`src/hw/rtl/prd_pkg.sv`:
```
// ----------------------------------------------------------------------------
// prd_pkg
// types, widths and divisor tables of the power-of-three rounding divider
// ----------------------------------------------------------------------------
`timescale 1ns / 1ps

package prd_pkg;

    localparam int DIV_W      = 31;
    localparam int MAG_W      = 31;
    localparam int KW         = 5;
    localparam int MAX_DIGITS = 19;
    localparam int RCP_W      = 32;
    localparam int FRAC_W     = 31;
    localparam int ADDR_W     = 3;
    localparam int PDATA_W    = 32;

    typedef logic [DIV_W-1:0]  t_div;
    typedef logic [MAG_W-1:0]  t_mag;
    typedef logic [KW-1:0]     t_idx;
    typedef logic [RCP_W-1:0]  t_rcp;
    typedef logic [ADDR_W-3:0] t_regidx;

    localparam t_regidx REG_DIGIT_SHIFT = '0;

    typedef struct packed {
        logic vld;
        logic neg;
        t_idx idx;
    } t_ctl;

    // 3^k
    function automatic t_mag pow3(input t_idx idx);
        t_mag v;
        unique case (idx)
            5'd0:    v = 31'd1;
            5'd1:    v = 31'd3;
            5'd2:    v = 31'd9;
            5'd3:    v = 31'd27;
            5'd4:    v = 31'd81;
            5'd5:    v = 31'd243;
            5'd6:    v = 31'd729;
            5'd7:    v = 31'd2187;
            5'd8:    v = 31'd6561;
            5'd9:    v = 31'd19683;
            5'd10:   v = 31'd59049;
            5'd11:   v = 31'd177147;
            5'd12:   v = 31'd531441;
            5'd13:   v = 31'd1594323;
            5'd14:   v = 31'd4782969;
            5'd15:   v = 31'd14348907;
            5'd16:   v = 31'd43046721;
            5'd17:   v = 31'd129140163;
            5'd18:   v = 31'd387420489;
            default: v = 31'd1162261467;
        endcase
        return v;
    endfunction

    // floor(2^31 / 3^k)
    function automatic t_rcp recip(input t_idx idx);
        t_rcp v;
        unique case (idx)
            5'd0:    v = 32'd2147483648;
            5'd1:    v = 32'd715827882;
            5'd2:    v = 32'd238609294;
            5'd3:    v = 32'd79536431;
            5'd4:    v = 32'd26512143;
            5'd5:    v = 32'd8837381;
            5'd6:    v = 32'd2945793;
            5'd7:    v = 32'd981931;
            5'd8:    v = 32'd327310;
            5'd9:    v = 32'd109103;
            5'd10:   v = 32'd36367;
            5'd11:   v = 32'd12122;
            5'd12:   v = 32'd4040;
            5'd13:   v = 32'd1346;
            5'd14:   v = 32'd448;
            5'd15:   v = 32'd149;
            5'd16:   v = 32'd49;
            5'd17:   v = 32'd16;
            5'd18:   v = 32'd5;
            default: v = 32'd1;
        endcase
        return v;
    endfunction

    // (3^k + 1) / 2, smallest remainder that rounds up
    function automatic t_mag half_up(input t_idx idx);
        logic [MAG_W:0] s;
        s = {1'b0, pow3(idx)} + (MAG_W+1)'(1);
        return s[MAG_W:1];
    endfunction

    // 3^k + (3^k + 1) / 2
    function automatic t_mag upper(input t_idx idx);
        logic [MAG_W:0] s;
        s = {1'b0, pow3(idx)} + {1'b0, half_up(idx)};
        return s[MAG_W-1:0];
    endfunction

endpackage

```
`src/hw/rtl/prd_recip.sv`:
```
// ----------------------------------------------------------------------------
// prd_recip
// reciprocal multiply for the trial quotient, then back multiply by 3^k
// ----------------------------------------------------------------------------
`timescale 1ns / 1ps

module prd_recip (
    input  logic          i_clk,
    input  logic          i_rst_n,
    input  prd_pkg::t_ctl i_ctl,
    input  prd_pkg::t_mag i_mag,
    output prd_pkg::t_ctl o_ctl,
    output prd_pkg::t_mag o_mag,
    output prd_pkg::t_mag o_q0,
    output prd_pkg::t_mag o_prod
);
    import prd_pkg::*;

    logic [MAG_W+RCP_W-1:0] w_p1;
    logic [2*MAG_W-1:0]     w_p2;

    t_ctl r_s2_ctl;
    t_mag r_s2_mag;
    t_mag r_s2_q0;
    t_ctl r_s3_ctl;
    t_mag r_s3_mag;
    t_mag r_s3_q0;
    t_mag r_s3_prod;

    assign w_p1 = (MAG_W+RCP_W)'(i_mag) * (MAG_W+RCP_W)'(recip(i_ctl.idx));
    assign w_p2 = (2*MAG_W)'(r_s2_q0) * (2*MAG_W)'(pow3(r_s2_ctl.idx));

    always_ff @(posedge i_clk) begin
        if (!i_rst_n) begin
            r_s2_ctl.vld <= 1'b0;
            r_s3_ctl.vld <= 1'b0;
        end else begin
            r_s2_ctl <= i_ctl;
            r_s3_ctl <= r_s2_ctl;
        end
    end

    always_ff @(posedge i_clk) begin
        r_s2_mag  <= i_mag;
        r_s2_q0   <= w_p1[FRAC_W+MAG_W-1:FRAC_W];
        r_s3_mag  <= r_s2_mag;
        r_s3_q0   <= r_s2_q0;
        r_s3_prod <= w_p2[MAG_W-1:0];
    end

    assign o_ctl  = r_s3_ctl;
    assign o_mag  = r_s3_mag;
    assign o_q0   = r_s3_q0;
    assign o_prod = r_s3_prod;

endmodule

```
`src/hw/rtl/prd_fix.sv`:
```
// ----------------------------------------------------------------------------
// prd_fix
// remainder check, rounding step and sign restore
// ----------------------------------------------------------------------------
`timescale 1ns / 1ps

module prd_fix (
    input  logic          i_clk,
    input  logic          i_rst_n,
    input  prd_pkg::t_ctl i_ctl,
    input  prd_pkg::t_mag i_mag,
    input  prd_pkg::t_mag i_q0,
    input  prd_pkg::t_mag i_prod,
    output logic          o_valid,
    output prd_pkg::t_div o_quot
);
    import prd_pkg::*;

    t_mag       w_rem;
    logic [1:0] w_inc;
    t_mag       w_q;
    t_div       w_res;

    t_ctl       r_s4_ctl;
    t_mag       r_s4_q0;
    logic [1:0] r_s4_inc;
    logic       r_out_vld;
    t_div       r_out_quot;

    // trial quotient is exact or one short, so the remainder lies below 2 * 3^k
    assign w_rem = i_mag - i_prod;
    assign w_inc = {1'b0, (w_rem >= half_up(i_ctl.idx))}
                 + {1'b0, (w_rem >= upper(i_ctl.idx))};

    assign w_q   = r_s4_q0 + MAG_W'(r_s4_inc);
    assign w_res = r_s4_ctl.neg ? (~w_q + MAG_W'(1)) : w_q;

    always_ff @(posedge i_clk) begin
        if (!i_rst_n) begin
            r_s4_ctl.vld <= 1'b0;
            r_out_vld    <= 1'b0;
        end else begin
            r_s4_ctl  <= i_ctl;
            r_out_vld <= r_s4_ctl.vld;
        end
    end

    always_ff @(posedge i_clk) begin
        r_s4_q0    <= i_q0;
        r_s4_inc   <= w_inc;
        r_out_quot <= w_res;
    end

    assign o_valid = r_out_vld;
    assign o_quot  = r_out_quot;

endmodule

```
`src/hw/rtl/pow3_round_divider_core.sv`:
```
// ----------------------------------------------------------------------------
// pow3_round_divider_core
// signed division by 3^k, rounded to nearest, five-stage pipeline
// ----------------------------------------------------------------------------
// usage
//   configuration: apb port, register 0 at byte address 0 holds digit_shift
//   (k, 5 bits); values above 19 act as 19. write it only while no result is
//   outstanding. pready is always high, reads return the register
//   input: i_dividend is taken at a rising edge with start high and busy low.
//   busy never rises, so one transfer can be taken in every cycle
//   output: o_quotient is shown with o_valid for exactly one cycle, once the
//   transfer has passed all register stages; results leave in input order.
//   the receiver has no way to hold them back
//   the path has five register stages: input register, reciprocal
//   multiply, back multiply by 3^k, remainder compare, sign restore
//   throughput: one transfer per clock
//   reset (synchronous, active low) clears digit_shift to 0 and drops every
//   item in flight; o_valid is low in the cycle after reset
// ----------------------------------------------------------------------------
`timescale 1ns / 1ps

module pow3_round_divider_core (
    input  logic                          i_clk,
    input  logic                          i_rst_n,
    input  logic                          start,
    output logic                          busy,
    input  logic signed [prd_pkg::DIV_W-1:0] i_dividend,
    output logic                          o_valid,
    output logic signed [prd_pkg::DIV_W-1:0] o_quotient,
    input  logic                          psel,
    input  logic                          penable,
    input  logic                          pwrite,
    input  logic [prd_pkg::ADDR_W-1:0]    paddr,
    input  logic [prd_pkg::PDATA_W-1:0]   pwdata,
    output logic [prd_pkg::PDATA_W-1:0]   prdata,
    output logic                          pready
);
    import prd_pkg::*;

    logic    w_cfg_wr;
    t_regidx w_regidx;
    t_div    w_raw;
    t_mag    w_mag;
    t_idx    w_idx;
    t_ctl    w_s3_ctl;
    t_mag    w_s3_mag;
    t_mag    w_s3_q0;
    t_mag    w_s3_prod;
    t_div    w_quot;

    t_idx    r_digit_shift;
    t_ctl    r_s1_ctl;
    t_mag    r_s1_mag;

    assign pready   = 1'b1;
    assign busy     = 1'b0;
    assign w_cfg_wr = psel & penable & pwrite & pready;
    assign w_regidx = paddr[ADDR_W-1:2];

    always_ff @(posedge i_clk) begin
        if (!i_rst_n) begin
            r_digit_shift <= '0;
        end else if (w_cfg_wr && (w_regidx == REG_DIGIT_SHIFT)) begin
            r_digit_shift <= pwdata[KW-1:0];
        end
    end

    always_comb begin
        prdata = '0;
        if (w_regidx == REG_DIGIT_SHIFT) begin
            prdata = PDATA_W'(r_digit_shift);
        end
    end

    // magnitude and saturated digit count
    assign w_raw = t_div'(i_dividend);
    assign w_mag = w_raw[DIV_W-1] ? t_mag'(~w_raw + DIV_W'(1)) : t_mag'(w_raw);
    assign w_idx = (r_digit_shift > KW'(MAX_DIGITS)) ? KW'(MAX_DIGITS) : r_digit_shift;

    always_ff @(posedge i_clk) begin
        if (!i_rst_n) begin
            r_s1_ctl.vld <= 1'b0;
        end else begin
            r_s1_ctl.vld <= start & ~busy;
            r_s1_ctl.neg <= w_raw[DIV_W-1];
            r_s1_ctl.idx <= w_idx;
        end
    end

    always_ff @(posedge i_clk) begin
        r_s1_mag <= w_mag;
    end

    prd_recip u_recip (
        .i_clk   (i_clk),
        .i_rst_n (i_rst_n),
        .i_ctl   (r_s1_ctl),
        .i_mag   (r_s1_mag),
        .o_ctl   (w_s3_ctl),
        .o_mag   (w_s3_mag),
        .o_q0    (w_s3_q0),
        .o_prod  (w_s3_prod)
    );

    prd_fix u_fix (
        .i_clk   (i_clk),
        .i_rst_n (i_rst_n),
        .i_ctl   (w_s3_ctl),
        .i_mag   (w_s3_mag),
        .i_q0    (w_s3_q0),
        .i_prod  (w_s3_prod),
        .o_valid (o_valid),
        .o_quot  (w_quot)
    );

    assign o_quotient = signed'(w_quot);

endmodule

```
`config.mk`:
```
export PLATFORM = sky130hd
export DESIGN_NAME = pow3_round_divider_core
export DESIGN_NICKNAME = d
export VERILOG_FILES = /design/src/hw/rtl/prd_pkg.sv /design/src/hw/rtl/prd_recip.sv /design/src/hw/rtl/prd_fix.sv /design/src/hw/rtl/pow3_round_divider_core.sv
export SDC_FILE = /design/constraint.sdc
export NUM_CORES = 2
export LEC_CHECK = 0
export BUFFER_PORTS_ARGS = -buffer_cell sky130_fd_sc_hd__buf_2
export CAP_MARGIN = 20
export CORE_MARGIN = 1.5
export CORE_UTILIZATION = 60
export CTS_CLUSTER_SIZE = 10
export DETAILED_ROUTE_END_ITERATION = 7
export MAX_ROUTING_LAYER = met4
export PLACE_DENSITY = 0.77
export SLEW_MARGIN = 20
export SYNTH_ARGS = -nofsm -noshare
export SYNTH_HDL_FRONTEND = slang
export SYNTH_MEMORY_MAX_BITS = 65536
export SYNTH_SLANG_ARGS = --single-unit
export TNS_END_PERCENT = 20
```
`constraint.sdc`:
```
create_clock -name i_clk -period 8.2 [get_ports i_clk]
set_input_delay 0 -clock i_clk [delete_from_list [all_inputs] [get_ports i_clk]]
set_output_delay 0 -clock i_clk [all_outputs]
set_load 0.005 [all_outputs]
```
==> out/qor.txt <==
initial antenna violation count: 4
HPWL after detailed placement: 121 mm
Setup Skew: 0.0360 ns
crit path DAT: 8.43 ns
period utilization: 0.969
hold path depth: 4
commonest cells after routing, fill and taps aside: inv_1, fa_1, and2_1
Inst Count DP: 7561
Iter 0 DRT Violations: 2961
critical path capture point type: flip-flop
Final Setup Violations: 0
Syn Std Cell Area: 58600 um2
max incr delay on CP: 0.53 ns
Reg clk slew, reported paths: 0.07 ns
Total Nets Final: 8185
Setup crit start kind: flip-flop
Post-synth EDFFs: 19
commonest non-fill, non-tap cell in the layout: inv_1
Slew HR: 0.199
#FFs+latches synth: 356
die height: 316 um
Synth Area per Inst: 9.31 um2
vias in the first global route: 46100
vias per inst: 5.57
Placer Congestion: 0.947
first-pass GRT wire length: 242 mm
Gate Count Post-Synth: 6300
Tightest Hold Check Type: in -> reg
number of buffers inserted by port buffering: 79
DRT Pass-1 Iters: 6
total wire length: 149 mm
TritonCTS Buffers: 44
Top FF cell, synth: dfxtp_1
GR Util All Layers: 0.320
RSZ-0062 raised after global routing: yes
pin count of the biggest net entering global routing: 55
average wire per cell in the routed design: 19.3 um
Filler cells: 7704
Worst Min Path Start: pwrite
minimum clock period: 7.94 ns
row count: 114
largest fanout on the critical path: 30
grt ovf: 0
Die X: 316 um
setup_tns: 0 ns
area grow syn2layout: 7.45%
clock root buffer: clkbuf_16
clk buf depth: 3
initial core utilization: 0.606
worst reg2reg path depth: 28
DRC viols: 0
Post-synth ARST share: 0
CTS tree: yes
outcome: finished, final reports clean
Core Util, Final: 0.651
Core ar.: 96700 um2
Slowest-stage cell, CP: fa_1
post-synthesis sequential area ratio: 0.125
IO Pins: 138
max-slew violation count: 0
Hold EP: r_digit_shift[1]$_SDFFE_PN0P_
die area: 99600 um2
Cell variety after synth: 95
R2R Setup Slk: 0.26 ns
Tightest Pin Transition: 1.17 ns
worst path required time: 8.69 ns
Layout Cells excl Fill: 7703
synth warn: 0
Max-Cap Viols: 0
ratio of cells with drive above 1 in the final layout: 0.0592
f_max: 0.126 GHz
Sink Count: 356
Clk Latency, worst-skew pair: 0.60 ns
Via Count: 42900
cell mode on critical path: fa_1
CTS H-tree depth: 2
final hold violations: 0
kind of critical path: reg -> reg
post-route ant nets: 0
R2R Path End: u_recip.r_s2_q0[29]$_DFF_P_
routing by layer:
layer	vias up	track usage	part of all wire
met1	21600	0.402	0.39
met4	0	0.128	0.044
met5	-	-	0
li1	19100	-	-
met2	1778	0.519	0.48
met3	441	0.0511	0.080
area by class of cell:
class | count | area (um2) | area share
multi-input combinational | 4337 | 45200 | 0.717
sequential | 356 | 7330 | 0.116
inverter | 1344 | 5040 | 0.0801
timing repair buffer | 316 | 2470 | 0.0393
tap | 1276 | 1600 | 0.0253
clock buffer | 59 | 1230 | 0.0195
clock inverter | 8 | 123 | 0.00195
antenna | 7 | 17.5 | 0.000278
worst max path at each step:
stage / cells after the start / from / to
after floorplan: 28 / r_s1_mag[22]$_DFF_P_ / u_recip.r_s2_q0[29]$_DFF_P_
after global placement: 26 / flip-flop / u_recip.r_s2_q0[29]$_DFF_P_
after detailed placement: 26 / flip-flop / u_recip.r_s2_q0[29]$_DFF_P_
after CTS: 26 / flip-flop / u_recip.r_s2_q0[29]$_DFF_P_
after global routing: 28 / flip-flop / u_recip.r_s2_q0[29]$_DFF_P_
final: 28 / flip-flop / u_recip.r_s2_q0[29]$_DFF_P_
per-stage QoR:
stage | setup slack [ns] | area [um2] | hold WS, ns
after CTS | 0.152 | 62900 | 0.00677
after global routing | -0.0321 | 63000 | 0.0867
final | 0.255 | 63000 | 0.0493
after detailed placement | 0.206 | 60900 | 0.159
after floorplan | 0.769 | 58700 | 0.0277
after global placement | 0.343 | 60900 | 0.160
critical path: cells and delay by family, from the launching register on:
family | cells | cell delay (ns)
AND/OR/NAND/NOR | 4 | 0.86
flip-flops | 1 | 0.34
adder cells (fa/ha/maj) | 9 | 4.17
buffers and inverters | 7 | 0.87
AO/OA/AOI/OAI | 8 | 1.59
repair_timing:
item / 4_1_cts / 5_1_grt
endpoints found under the hold margin: 38 / 0
hold buffers: 68 / 0
resized for setup: 0 / 16
endpoints found under the setup margin: 0 / 7
buffers inserted: 0 / 0
cells by family after synthesis:
family,Yosys count,synth area share
buffers and inverters,1634,0.107
AOI/OAI and AO/OA,505,0.0566
other,2,0.000128
and+or+nand+nor,1818,0.161
muxes,30,0.00542
adders and majority gates,1714,0.510
DFF,356,0.125
xor gates and xnor gates,241,0.0360
cells in the mapped netlist (all sizes together), types with 5 or more instances:
master / number / area share
a2111oi: 5 / 0.00075
a211o: 7 / 0.0010
a211oi: 21 / 0.0027
a21boi: 7 / 0.00090
a21o: 64 / 0.0082
a21oi: 140 / 0.012
a22oi: 6 / 0.00077
a31oi: 11 / 0.0015
and2: 774 / 0.083
and3: 16 / 0.0017
and4: 5 / 0.00075
buf: 38 / 0.0043
clkbuf: 252 / 0.016
dfxtp: 337 / 0.12
edfxtp: 19 / 0.0097
fa: 1124 / 0.38
ha: 590 / 0.13
inv: 1343 / 0.086
mux2: 11 / 0.0022
mux2i: 19 / 0.0032
nand2: 659 / 0.042
nand2b: 31 / 0.0034
nand3: 44 / 0.0039
nand4: 24 / 0.0028
nor2: 135 / 0.0089
nor2b: 34 / 0.0036
nor3: 37 / 0.0035
nor4: 9 / 0.0012
o211ai: 11 / 0.0014
o21a: 32 / 0.0041
o21ai: 118 / 0.010
o21bai: 10 / 0.0013
o22ai: 7 / 0.00075
o31ai: 15 / 0.0026
o41ai: 8 / 0.0013
or2: 13 / 0.0014
or3: 19 / 0.0023
or4: 8 / 0.0011
xnor2: 185 / 0.028
xor2: 56 / 0.0084
Power is not shown: default switching activity piles up to over one toggle a cycle in this logic, so the estimate is an artifact.
